$ cat src/sv/fpfs_pkg.sv
// ----------------------------------------------------------------------------
// Flywheel plunger fire sequencer package
// Shared widths, codes and item types for the sequencer block.
// ----------------------------------------------------------------------------
package fpfs_pkg;

    localparam int ELAPSED_BITS = 16;
    localparam int DUTY_BITS    = 8;
    localparam int CMP_BITS     = (ELAPSED_BITS > 16) ? ELAPSED_BITS : 16;

    localparam int CFG_IDX_BITS = 3;
    localparam int CFG_DAT_BITS = 16;

    // Configuration register indexes.
    localparam logic [CFG_IDX_BITS-1:0] CFG_RUN_DUTY      = 3'd0;
    localparam logic [CFG_IDX_BITS-1:0] CFG_TRIGGER_HOLD  = 3'd1;
    localparam logic [CFG_IDX_BITS-1:0] CFG_ROUND_GAP     = 3'd2;
    localparam logic [CFG_IDX_BITS-1:0] CFG_REVUP_SEMI    = 3'd3;
    localparam logic [CFG_IDX_BITS-1:0] CFG_REVUP_FULL    = 3'd4;
    localparam logic [CFG_IDX_BITS-1:0] CFG_REVDOWN       = 3'd5;
    localparam logic [CFG_IDX_BITS-1:0] CFG_END_SETTLE    = 3'd6;

    // Register reset values.
    localparam logic [7:0]  RST_RUN_DUTY     = 8'd120;
    localparam logic [15:0] RST_TRIGGER_HOLD = 16'd10;
    localparam logic [15:0] RST_ROUND_GAP    = 16'd10;
    localparam logic [15:0] RST_REVUP_SEMI   = 16'd500;
    localparam logic [15:0] RST_REVUP_FULL   = 16'd300;
    localparam logic [15:0] RST_REVDOWN      = 16'd2000;
    localparam logic [15:0] RST_END_SETTLE   = 16'd25;

    // Plunger drive modes.
    localparam logic [1:0] MODE_FWD   = 2'd0;
    localparam logic [1:0] MODE_BRAKE = 2'd2;

    // Flywheel ESC servo positions in degrees.
    localparam logic [7:0] ESC_PRE_RUN = 8'd96;
    localparam logic [7:0] ESC_REVUP   = 8'd160;
    localparam logic [7:0] ESC_RUN     = 8'd140;
    localparam logic [7:0] ESC_BRAKE   = 8'd15;

    localparam logic [DUTY_BITS-1:0] DUTY_FULL = '1;

    typedef enum logic [2:0] {
        PH_IDLE    = 3'd0,
        PH_REVUP   = 3'd1,
        PH_CLEAR   = 3'd2,
        PH_RUN     = 3'd3,
        PH_DELAY   = 3'd4,
        PH_RELEASE = 3'd5
    } t_phase;

    typedef struct packed {
        logic fire_pulled;
        logic rev_pulled;
        logic plunger_home;
    } t_in_item;

    typedef struct packed {
        logic [1:0]           motor_mode;
        logic [DUTY_BITS-1:0] motor_duty;
        logic [7:0]           esc_position;
        logic                 display_permit;
        logic [2:0]           fire_phase;
    } t_out_item;

    typedef struct packed {
        logic [7:0]  run_duty;
        logic [15:0] trigger_hold_ms;
        logic [15:0] round_gap_ms;
        logic [15:0] revup_semi_ms;
        logic [15:0] revup_full_ms;
        logic [15:0] revdown_ms;
        logic [15:0] end_settle_ms;
    } t_cfg;

endpackage

$ cat src/sv/fpfs_cfg.sv
// ----------------------------------------------------------------------------
// Fire sequencer configuration registers
// Holds the seven timing and duty registers behind a valid/ready write port.
// ----------------------------------------------------------------------------
module fpfs_cfg
    import fpfs_pkg::*;
(
    input  logic                    i_clk,
    input  logic                    i_rst_n,
    input  logic                    i_cfg_valid,
    output logic                    o_cfg_ready,
    input  logic [CFG_IDX_BITS-1:0] i_cfg_index,
    input  logic [CFG_DAT_BITS-1:0] i_cfg_data,
    output t_cfg                    o_cfg
);

    t_cfg r_cfg;
    t_cfg n_cfg;

    // Every write is registered as it is offered, so the port never pushes back.
    assign o_cfg_ready = 1'b1;
    assign o_cfg       = r_cfg;

    always_comb begin
        n_cfg = r_cfg;
        if (i_cfg_valid) begin
            unique case (i_cfg_index)
                CFG_RUN_DUTY:     n_cfg.run_duty        = i_cfg_data[7:0];
                CFG_TRIGGER_HOLD: n_cfg.trigger_hold_ms = i_cfg_data;
                CFG_ROUND_GAP:    n_cfg.round_gap_ms    = i_cfg_data;
                CFG_REVUP_SEMI:   n_cfg.revup_semi_ms   = i_cfg_data;
                CFG_REVUP_FULL:   n_cfg.revup_full_ms   = i_cfg_data;
                CFG_REVDOWN:      n_cfg.revdown_ms      = i_cfg_data;
                CFG_END_SETTLE:   n_cfg.end_settle_ms   = i_cfg_data;
                default: begin
                end
            endcase
        end
    end

    always_ff @(posedge i_clk) begin
        if (!i_rst_n) begin
            r_cfg.run_duty        <= RST_RUN_DUTY;
            r_cfg.trigger_hold_ms <= RST_TRIGGER_HOLD;
            r_cfg.round_gap_ms    <= RST_ROUND_GAP;
            r_cfg.revup_semi_ms   <= RST_REVUP_SEMI;
            r_cfg.revup_full_ms   <= RST_REVUP_FULL;
            r_cfg.revdown_ms      <= RST_REVDOWN;
            r_cfg.end_settle_ms   <= RST_END_SETTLE;
        end else begin
            r_cfg <= n_cfg;
        end
    end

endmodule

$ cat src/sv/fpfs_core.sv
// ----------------------------------------------------------------------------
// Fire sequencer phase machine
// Phase register and saturating millisecond counter, stepped once per item.
// ----------------------------------------------------------------------------
module fpfs_core
    import fpfs_pkg::*;
(
    input  logic      i_clk,
    input  logic      i_rst_n,
    input  logic      i_step,
    input  t_in_item  i_item,
    input  t_cfg      i_cfg,
    output t_out_item o_res
);

    t_phase                  r_phase;
    t_phase                  n_phase;
    logic [ELAPSED_BITS-1:0] r_elapsed;
    logic [ELAPSED_BITS-1:0] n_elapsed;
    logic [ELAPSED_BITS-1:0] w_tick;
    logic                    w_change;
    logic [15:0]             w_revup_ms;

    // True when the elapsed count is strictly past the threshold.
    function automatic logic past(input logic [ELAPSED_BITS-1:0] t,
                                  input logic [15:0] thr);
        logic [CMP_BITS-1:0] t_ext;
        logic [CMP_BITS-1:0] thr_ext;
        t_ext   = CMP_BITS'(t);
        thr_ext = CMP_BITS'(thr);
        return t_ext > thr_ext;
    endfunction

    // The tick counts first, so the decisions below see the incremented time.
    assign w_tick     = (r_elapsed == '1) ? r_elapsed : r_elapsed + 1'b1;
    assign w_revup_ms = i_item.rev_pulled ? i_cfg.revup_full_ms : i_cfg.revup_semi_ms;

    // Next phase.
    always_comb begin
        n_phase  = r_phase;
        w_change = 1'b0;
        unique case (r_phase)
            PH_IDLE: begin
                if (i_item.fire_pulled && past(w_tick, i_cfg.trigger_hold_ms)) begin
                    n_phase  = PH_REVUP;
                    w_change = 1'b1;
                end
            end
            PH_REVUP: begin
                if (past(w_tick, w_revup_ms)) begin
                    n_phase  = PH_CLEAR;
                    w_change = 1'b1;
                end
            end
            PH_CLEAR: begin
                if (!i_item.plunger_home) begin
                    n_phase  = PH_RUN;
                    w_change = 1'b1;
                end
            end
            PH_RUN: begin
                if (i_item.plunger_home && past(w_tick, i_cfg.end_settle_ms)) begin
                    n_phase  = i_item.rev_pulled ? PH_DELAY : PH_RELEASE;
                    w_change = 1'b1;
                end
            end
            PH_DELAY: begin
                // Releasing rev wins, then re-chambering, then the spin-down timeout.
                if (!i_item.rev_pulled) begin
                    n_phase  = PH_RELEASE;
                    w_change = 1'b1;
                end else if (i_item.fire_pulled && past(w_tick, i_cfg.round_gap_ms)) begin
                    n_phase  = PH_CLEAR;
                    w_change = 1'b1;
                end else if (past(w_tick, i_cfg.revdown_ms)) begin
                    n_phase  = PH_IDLE;
                    w_change = 1'b1;
                end
            end
            PH_RELEASE: begin
                if (!i_item.fire_pulled) begin
                    n_phase  = PH_IDLE;
                    w_change = 1'b1;
                end
            end
            default: begin
                n_phase  = PH_IDLE;
                w_change = 1'b1;
            end
        endcase
    end

    assign n_elapsed = w_change ? '0 : w_tick;

    // Outputs follow the phase held before this item's transition.
    always_comb begin
        o_res.motor_mode     = MODE_BRAKE;
        o_res.motor_duty     = DUTY_FULL;
        o_res.esc_position   = ESC_BRAKE;
        o_res.display_permit = 1'b0;
        o_res.fire_phase     = r_phase;
        unique case (r_phase) inside
            PH_IDLE: begin
                o_res.esc_position   = i_item.rev_pulled ? ESC_PRE_RUN : ESC_BRAKE;
                o_res.display_permit = 1'b1;
            end
            PH_REVUP: begin
                o_res.esc_position = ESC_REVUP;
            end
            PH_CLEAR, PH_RUN: begin
                o_res.motor_mode   = MODE_FWD;
                o_res.motor_duty   = DUTY_BITS'(i_cfg.run_duty);
                o_res.esc_position = ESC_RUN;
            end
            PH_DELAY: begin
                o_res.esc_position = ESC_RUN;
            end
            default: begin
            end
        endcase
    end

    always_ff @(posedge i_clk) begin
        if (!i_rst_n) begin
            r_phase   <= PH_IDLE;
            r_elapsed <= '0;
        end else if (i_step) begin
            r_phase   <= n_phase;
            r_elapsed <= n_elapsed;
        end
    end

    a_change_clears_timer: assert property (@(posedge i_clk) disable iff (!i_rst_n)
        i_step && w_change |=> r_elapsed == '0)
        else $error("phase change did not restart the elapsed count");

    a_hold_without_step: assert property (@(posedge i_clk) disable iff (!i_rst_n)
        !i_step |=> $stable(r_phase) && $stable(r_elapsed))
        else $error("phase state moved without an item");

    a_permit_only_idle: assert property (@(posedge i_clk) disable iff (!i_rst_n)
        o_res.display_permit |-> r_phase == PH_IDLE)
        else $error("display permit outside idle");

    a_forward_only_feeding: assert property (@(posedge i_clk) disable iff (!i_rst_n)
        o_res.motor_mode == MODE_FWD |-> (r_phase == PH_CLEAR || r_phase == PH_RUN))
        else $error("plunger driven forward outside clear or run");

endmodule

$ cat src/sv/flywheel_plunger_fire_sequencer_unit.sv
// ----------------------------------------------------------------------------
// Flywheel plunger fire sequencer
// Six-phase firing sequencer: one millisecond tick item in, one drive item out.
// ----------------------------------------------------------------------------
//  Channel  | Direction | Handshake             | Payload
//  ---------+-----------+-----------------------+----------------------------
//  in       | input     | i_in_valid/o_in_stall | t_in_item  (trigger, switch)
//  out      | output    | o_out_valid/i_out_stall| t_out_item (motor, esc, phase)
//  cfg      | input     | i_cfg_valid/o_cfg_ready| index 3 bits, data 16 bits
//
// One item per cycle sustained while the output does not stall; an item that is
// taken passes the input register, then the result register, on its way out.
// The phase update and the result for an item are formed in the same cycle
// between those two registers.
// Reset is synchronous: phase goes to idle, the elapsed count to zero, both
// valid flags clear and the registers return to their defaults.
// A stalled result holds its register; the input stalls only when its
// register is full and the result register cannot take the next item.
// ----------------------------------------------------------------------------
module flywheel_plunger_fire_sequencer_unit
    import fpfs_pkg::*;
(
    input  logic                    i_clk,
    input  logic                    i_rst_n,
    input  logic                    i_in_valid,
    output logic                    o_in_stall,
    input  t_in_item                i_in_item,
    output logic                    o_out_valid,
    input  logic                    i_out_stall,
    output t_out_item               o_out_item,
    input  logic                    i_cfg_valid,
    output logic                    o_cfg_ready,
    input  logic [CFG_IDX_BITS-1:0] i_cfg_index,
    input  logic [CFG_DAT_BITS-1:0] i_cfg_data
);

    logic      r_in_valid;
    t_in_item  r_in_item;
    logic      r_out_valid;
    t_out_item r_out_item;
    logic      w_advance;
    logic      w_accept;
    logic      w_cfg_we;
    t_cfg      w_cfg;
    t_out_item w_res;

    assign w_advance  = r_in_valid && (!r_out_valid || !i_out_stall);
    assign o_in_stall = r_in_valid && !w_advance;
    assign w_accept   = i_in_valid && !o_in_stall;
    assign w_cfg_we   = i_cfg_valid && o_cfg_ready;

    assign o_out_valid = r_out_valid;
    assign o_out_item  = r_out_item;

    fpfs_cfg u_cfg (
        .i_clk       (i_clk),
        .i_rst_n     (i_rst_n),
        .i_cfg_valid (w_cfg_we),
        .o_cfg_ready (o_cfg_ready),
        .i_cfg_index (i_cfg_index),
        .i_cfg_data  (i_cfg_data),
        .o_cfg       (w_cfg)
    );

    fpfs_core u_core (
        .i_clk   (i_clk),
        .i_rst_n (i_rst_n),
        .i_step  (w_advance),
        .i_item  (r_in_item),
        .i_cfg   (w_cfg),
        .o_res   (w_res)
    );

    always_ff @(posedge i_clk) begin
        if (!i_rst_n) begin
            r_in_valid <= 1'b0;
        end else if (w_accept) begin
            r_in_valid <= 1'b1;
        end else if (w_advance) begin
            r_in_valid <= 1'b0;
        end
    end

    always_ff @(posedge i_clk) begin
        if (w_accept) begin
            r_in_item <= i_in_item;
        end
    end

    always_ff @(posedge i_clk) begin
        if (!i_rst_n) begin
            r_out_valid <= 1'b0;
        end else if (w_advance) begin
            r_out_valid <= 1'b1;
        end else if (!i_out_stall) begin
            r_out_valid <= 1'b0;
        end
    end

    always_ff @(posedge i_clk) begin
        if (w_advance) begin
            r_out_item <= w_res;
        end
    end

    a_advance_fills_output: assert property (@(posedge i_clk) disable iff (!i_rst_n)
        w_advance |=> r_out_valid)
        else $error("item left the input register without reaching the output");

    a_no_overwrite_pending: assert property (@(posedge i_clk) disable iff (!i_rst_n)
        r_out_valid && i_out_stall |-> !w_advance)
        else $error("stalled result overwritten");

    a_full_input_holds: assert property (@(posedge i_clk) disable iff (!i_rst_n)
        r_in_valid && !w_advance |=> r_in_valid && $stable(r_in_item))
        else $error("pending input item lost");

endmodule

$ cat config.mk
export PLATFORM = sky130hd
export DESIGN_NAME = flywheel_plunger_fire_sequencer_unit
export DESIGN_NICKNAME = d
export VERILOG_FILES = /design/src/sv/fpfs_pkg.sv /design/src/sv/fpfs_cfg.sv /design/src/sv/fpfs_core.sv /design/src/sv/flywheel_plunger_fire_sequencer_unit.sv
export SDC_FILE = /design/constraint.sdc
export NUM_CORES = 1
export LEC_CHECK = 0
export BUFFER_PORTS_ARGS = -buffer_cell sky130_fd_sc_hd__buf_2
export CAP_MARGIN = 30
export CORE_MARGIN = 4
export CORE_UTILIZATION = 60
export CTS_BUF_LIST = sky130_fd_sc_hd__clkbuf_8
export DETAILED_ROUTE_END_ITERATION = 7
export GPL_ROUTABILITY_DRIVEN = 0
export HOLD_SLACK_MARGIN = 0.02
export PLACE_DENSITY = 0.81
export SLEW_MARGIN = 0
export SYNTH_ARGS = -nofsm -noshare
export SYNTH_HDL_FRONTEND = slang
export SYNTH_SLANG_ARGS = --single-unit
$ cat constraint.sdc
create_clock -name i_clk -period 12.8 [get_ports i_clk]
set_input_delay 2.56 -clock i_clk [delete_from_list [all_inputs] [get_ports i_clk]]
set_output_delay 2.56 -clock i_clk [all_outputs]
set_load 0.01 [all_outputs]
==> results of run 1 <==
synth_stat cells, types with 3 or more instances:
| cell type | number |
|---|---|
| a31oi_1 | 6 |
| edfxtp_1 | 21 |
| a21o_1 | 13 |
| dfxtp_1 | 125 |
| and4_1 | 6 |
| nor4_1 | 4 |
| ha_1 | 72 |
| a211oi_1 | 5 |
| nor3_1 | 6 |
| inv_1 | 69 |
| o21ai_0 | 14 |
| a221oi_1 | 5 |
| clkbuf_1 | 33 |
| buf_2 | 5 |
| mux2i_1 | 17 |
| a21oi_1 | 99 |
| or2_2 | 8 |
| a32oi_1 | 10 |
| a21oi_2 | 6 |
| buf_4 | 7 |
| a41oi_1 | 4 |
| nand2b_1 | 11 |
| o211ai_2 | 6 |
| xnor2_1 | 7 |
| a2111oi_0 | 3 |
| nand4_1 | 16 |
| or3_1 | 11 |
| nand3_1 | 35 |
| nor2_1 | 45 |
| nor2b_1 | 8 |
| buf_1 | 4 |
| o211ai_1 | 13 |
| nand2_1 | 234 |
| xor2_1 | 4 |
| and2_1 | 5 |
per-stage QoR:
stage	hold slack [ns]	instances	total power [W]
after CTS	0.4571	1203	0.0009780
after global routing	0.4745	1204	0.001012
after floorplan	0.4029	991	0.0005821
after detailed placement	0.4465	1171	0.0006120
after global placement	0.4372	1169	0.0006101
final	0.4550	1204	0.0009787
placed cells by master (no fill, tap or decap), drive strengths merged, types with 4 or more instances in the layout:
cell	synthesis	final
a211oi	6	6
o211ai	19	19
and3	5	5
mux2i	17	17
a41oi	4	4
nor4	4	4
a221oi	6	6
and2	6	6
ha	72	72
a31oi	6	6
a21o	13	13
a2111oi	4	4
xnor2	9	9
xor2	4	4
nor2b	8	8
o21ai	15	15
inv	69	74
a32oi	10	10
nand2b	11	11
buf	19	57
clkinvlp	0	4
nand2	234	234
edfxtp	21	21
nand4	17	17
nand3	37	37
or3	11	11
and4	9	9
a21oi	105	105
clkbuf	33	17
nor3	7	7
dfxtp	125	125
or2	8	8
nor2	47	47
path summary, 6_finish.rpt:
path	from	slack, ns	cells past startpoint	end
worst max register to register	u_core.r_elapsed[0]	7.42	18	u_core.r_elapsed[9]
worst min-delay path	u_cfg.o_cfg[88]	0.46	2	u_cfg.o_cfg[88]
worst min register to register	u_cfg.o_cfg[88]	0.46	2	u_cfg.o_cfg[88]
worst max-delay path	i_out_stall	7.23	3	o_in_stall
layout make-up:
cell class,instances,area (um^2),area share [%]
inverters,69,259.0,2.900
repair buffers,57,331.6,3.713
clock inverters,15,166.4,1.864
flip-flops and latches,146,3133,35.08
multi-input cells,724,4586,51.35
well taps,176,220.2,2.466
clock buffers,17,234.0,2.620
flip-flops by register name, indices dropped and copies added (netlist names):
signal / count
u_cfg.o_cfg: 104
o_out_item: 18
u_core.r_elapsed: 16
r_in_item: 3
u_core.r_phase: 3
o_out_valid: 1
r_in_valid: 1
worst min-delay path: stages, from the launching register on:
cell and delay [ns]:
dfxtp_1 0.31, nand2_1 0.05, a21oi_1 0.05
cell families after synthesis:
group,Yosys count
AO/OA/AOI/OAI,205
adder cells (fa/ha/maj),74
multiplexers,19
flip-flops,146
XOR/XNOR,15
buffers and inverters,121
AND/OR/NAND/NOR,408
other,2
metal layers:
metal  vias to the layer above  track usage [%]  part of all wire (%)
met3                        30            4.947                   6.0
li1                       3490                -                     -
met5                         -                0                     0
met1                      3322            33.30                    45
met4                         0            8.227                   1.8
met2                       203            40.49                    47
power by group through the flow:
stage	combinational, W	clock, W	sequential (W)
finish	0.000118	0.000373	0.000488
global route	0.000131	0.000391	0.000490
floorplan	0.0000896	0	0.000493
detailed placement	0.000114	0	0.000498
CTS	0.000115	0.000375	0.000488
global placement	0.000112	0	0.000498
==> impl_metrics.ini, run 1 <==
[outcome]
status = finished, final reports clean

[routing]
vias = 7045
drc = 0
ant_nets = 0
viasPerCell = 5.851
wire_per_inst_um = 16.21
routed_wl_mm = 19.52
drt_pass1_iterations = 5
first_iter_violations = 649

[timing]
setup_total_negative_slack_ns = 0
hold_viol_final = 0
fmax_ghz = 0.1797
finalSetupViolations = 0
skew_ns = 0.01543
fin_crit_ns = 5.566
slew_headroom_pct = 38.29
worst_pin_slew_ns = 0.9190
drv_slew = 0
rsz0062_at_grt = false
fin_crit_sh_pct = 43.48
worst_slack_ns = 7.234

[critical_path]
cp_top_family = buffers and inverters
cp_cell_sequence = buf_2 -> and3_1 -> buf_2
cpMostUsedCell = buf_2
crit_path_max_incr_delay_ns = 0.19
critical_path_class = input port to primary output
critPathArrivalTime_ns = 3.01
path_buf_inv = 2
crit_path_max_fanout = 3
cp.required_ns = 10.24
end_kind = primary output
start_kind = input port
cp_slowest_cell = and3_1

[yosys]
yosys.area_share.simple_pct = 22.95
ys_seq_area_share_pct = 38.10
synth_top_cell_by_area = dfxtp_1
ys_ff_latch = 146
ys_warn_count = 0
synthAdderAreaFrac_pct = 11.20
synth.distinct_cells = 77
synth.top_cell.area_share_pct = 30.43
synthMuxAreaShare_pct = 2.389
syn-instance-count = 990
async_flop_share_pct = 0
avgSynthCellArea_um2 = 8.306
synth_compound_area_share_pct = 16.92
synth_area_leaders = dfxtp_1, ha_1, nand2_1, edfxtp_1, a21oi_1
synth-edff-count = 21
yosys_most_used_dff = dfxtp_1
netlist_area_um2 = 8223
synth_xor_area_share_pct = 2.115
synth_top_family_by_area = simple AND/OR/NAND/NOR gates

[cts]
clock_latency_ns = 0.47
cts.repair.resized = 0
clkTransAtPathRegs_ns = 0.07
cts_setup_buffers = 0
cts_sinks = 146
cts_tree = built
cts_buffers = 17
htree_levels = 4
cts_hold_buf = 0
clk_path_buf_depth = 2
root_buffer = clkbuf_8

[floorplan]
dieArea_um2 = 15640
die_w_um = 125.1
core_um2 = 13350
start_util_pct = 61.60
ios = 52
rows = 42
chipHeight_um = 125.1

[job]
maxCapViolCount = 0

[placement]
hpwl_mm = 13.74
placed_area_um2 = 8502
place_ws_ns = 7.236
port_buffers = 48

[min_path]
holdCritPathClass = register to register

[layout]
fill_cells = 1148
antenna_cells = 0
nNetsFinal = 1114
final_util_pct = 66.90
finalInstanceArea_um2 = 8930
drive_above_1_share_pct = 12.65
syn_to_final_growth_pct = 8.597

[pwr]
power.density_nw_per_um2 = 109.6
irDropWorstVdd_mv = 0.09102
swShare_pct = 27.02
clkPwrFrac_pct = 38.1
comb_power_share_pct = 12.1
p_sw_w = 0.0002645
power.leakage_nw = 3.573
seqPwrFrac_pct = 49.9
cell_internal_pwr_w = 0.0007142

[grt]
globalRouteOverflowTotal = 0
grt_max_degree = 94
grt_use_total_pct = 24.85
grt_pass1_wl_mm = 31.94
grt_pass1_vias = 6457
antenna_found_initial = 0
Note: power is estimated with default switching activity, not from simulation.
==> run 2, diff against run 1 <==
==> constraint.sdc (replaced) <==
create_clock -name i_clk -period 5.4 [get_ports i_clk]
set_input_delay 1.08 -clock i_clk [delete_from_list [all_inputs] [get_ports i_clk]]
set_output_delay 1.08 -clock i_clk [all_outputs]
set_load 0.01 [all_outputs]
==> run 2 against run 1 <==
Worst hold slack got worse by 0.0024 ns. Power grew 140%. Register-to-register slack worse by 7.0 ns. First-iteration DRC count fell by 1.2%. Worst setup slack lost 6.8 ns. Cell count is 0.42% higher. Clock skew decreased by 0.0063 ns. Largest cell class unchanged. Largest power group unchanged.
==> impl_metrics.ini, run 2 (synthesis results as in run 1) <==
[outcome]
status = finished, final reports clean

[grt]
grt_pass1_vias = 6796
grt_max_degree = 51
globalRouteOverflowTotal = 0
antenna_found_initial = 0
grt_pass1_wl_mm = 33.22
grt_use_total_pct = 25.99

[floorplan]
die_w_um = 125.1
chipHeight_um = 125.1
dieArea_um2 = 15640
rows = 42
core_um2 = 13350
ios = 52
start_util_pct = 61.60

[routing]
drc = 0
viasPerCell = 5.873
first_iter_violations = 641
routed_wl_mm = 19.96
route.met3.wl_mm = 1.209
wire_per_inst_um = 16.51
ant_nets = 0
wl_met1_mm = 8.984
wl_met2_mm = 9.304
dr.max_layer_used = met4
vias = 7101
drt_pass1_iterations = 5

[layout]
antenna_cells = 0
layout_common_cells = nand2_1, dfxtp_1, a21oi_1, ha_1, inv_1
finalInstanceArea_um2 = 9005
largest_reg_flops = 104
fill_cells = 1114
instances_no_fill = 1209
nNetsFinal = 1119
syn_to_final_growth_pct = 9.510
drive_above_1_share_pct = 13.55
final_common_cell = nand2_1

[timing]
hold_viol_final = 0
setup_total_negative_slack_ns = 0
fin_crit_sh_pct = 92.01
worst_pin_slew_ns = 0.8931
fmax_ghz = 0.2013
drv_slew = 0
slew_headroom_pct = 40.37
rsz0062_at_grt = false
finalSetupViolations = 0
skew_ns = 0.009158
fin_crit_ns = 4.968

[pwr]
clkPwrFrac_pct = 39.1
seqPwrFrac_pct = 49.1
cell_internal_pwr_w = 0.001736
irDropWorstVdd_mv = 0.2044
power.leakage_nw = 3.629
comb_power_share_pct = 11.8
power.density_nw_per_um2 = 262.0
p_sw_w = 0.0006240
swShare_pct = 26.44

[cts]
cts_hold_buf = 0
htree_levels = 4
clk_path_buf_depth = 2
cts_sinks = 146
clock_latency_ns = 0.46
cts_buffers = 17
cts_tree = built
clkTransAtPathRegs_ns = 0.08
root_buffer = clkbuf_8

[placement]
port_buffers = 48
hpwl_mm = 14.17
placed_area_um2 = 8567
dp_cells = 1177

[critical_path]
r2r_slack_ns = 0.43
critical_path_class = register to register
cp.required_ns = 5.78
r2r_cells = 19
start_kind = register
r2r-start = u_core.r_elapsed[0]
r2r-end = u_core.r_elapsed[8]
end_kind = register
crit_path_max_fanout = 12
critPathArrivalTime_ns = 5.35

[min_path]
whs_path_depth = 2
min_to = u_cfg.o_cfg[98]
min_from = u_cfg.o_cfg[98]
holdCritPathClass = register to register

[job]
maxCapViolCount = 0
run 2: how the worst max path moves through the flow:
stage                           endpoint  cells past startpoint                start
CTS                  u_core.r_elapsed[8]                     19  u_core.r_elapsed[0]
global route         u_core.r_elapsed[5]                     19  u_core.r_elapsed[0]
finish               u_core.r_elapsed[8]                     19  u_core.r_elapsed[0]
detailed placement   u_core.r_elapsed[8]                     19  u_core.r_elapsed[0]
floorplan           u_core.r_elapsed[10]                     19  u_core.r_elapsed[1]
global placement     u_core.r_elapsed[3]                     19  u_core.r_elapsed[0]
run 2: layer usage:
| layer | track usage [%] | vias to the layer above |
|---|---|---|
| met5 | 0 | - |
| met4 | 10.14 | 0 |
| met3 | 5.586 | 40 |
| met2 | 41.41 | 217 |
| met1 | 34.73 | 3356 |
| li1 | - | 3488 |
run 2: area by class of cell:
| type | instances | area (um^2) | area share, % |
|---|---|---|---|
| Clock buffer | 20 | 275.3 | 3.057 |
| Clock inverter | 12 | 153.9 | 1.709 |
| Inverter | 69 | 259.0 | 2.876 |
| Multi-Input combinational cell | 724 | 4593 | 51.01 |
| Sequential cell | 146 | 3134 | 34.81 |
| Tap cell | 176 | 220.2 | 2.445 |
| Timing Repair Buffer | 62 | 369.1 | 4.099 |
run 2: worst max-delay path, cell delays in order, from the launching register on:
cell      delay, ns
dfxtp_2        0.49
ha_1           0.32
and3_2         0.27
o211ai_1       0.13
inv_1          0.08
nand3_1        0.12
nor2_1         0.18
and2b_1        0.21
or2_2          0.37
ha_1           0.31
nand4_1        0.15
or3_1          0.42
a221oi_1       0.23
nor2_1         0.12
o32ai_1        0.33
a211oi_2       0.17
o31ai_4        0.46
buf_4          0.28
o211ai_2       0.11
a21oi_2        0.13
run 2: power groups by stage:
stage	Clock (W)	Combinational (W)	Sequential, W
detailed placement	0	0.000274	0.00118
global route	0.000971	0.000313	0.00116
floorplan	0	0.000212	0.00117
global placement	0	0.000264	0.00118
CTS	0.000931	0.000276	0.00116
finish	0.000922	0.000279	0.00116
run 2: what timing repair did:
item,in CTS,in global routing
buffers inserted,0,0
gates resized for setup,0,2
setup endpoints to repair,0,12
run 2: stage by stage:
| stage | hold slack (ns) | power [W] | util (%) | setup WS, ns |
|---|---|---|---|---|
| after detailed placement | 0.4431 | 0.001456 | 64.18 | 0.3428 |
| after floorplan | 0.4029 | 0.001380 | - | 1.246 |
| final | 0.4526 | 0.002360 | 67.46 | 0.4317 |
| after CTS | 0.4543 | 0.002364 | 67.40 | 0.2925 |
| after global routing | 0.4727 | 0.002447 | 67.46 | 0.05237 |
| after global placement | 0.4383 | 0.001448 | 63.78 | 0.5343 |
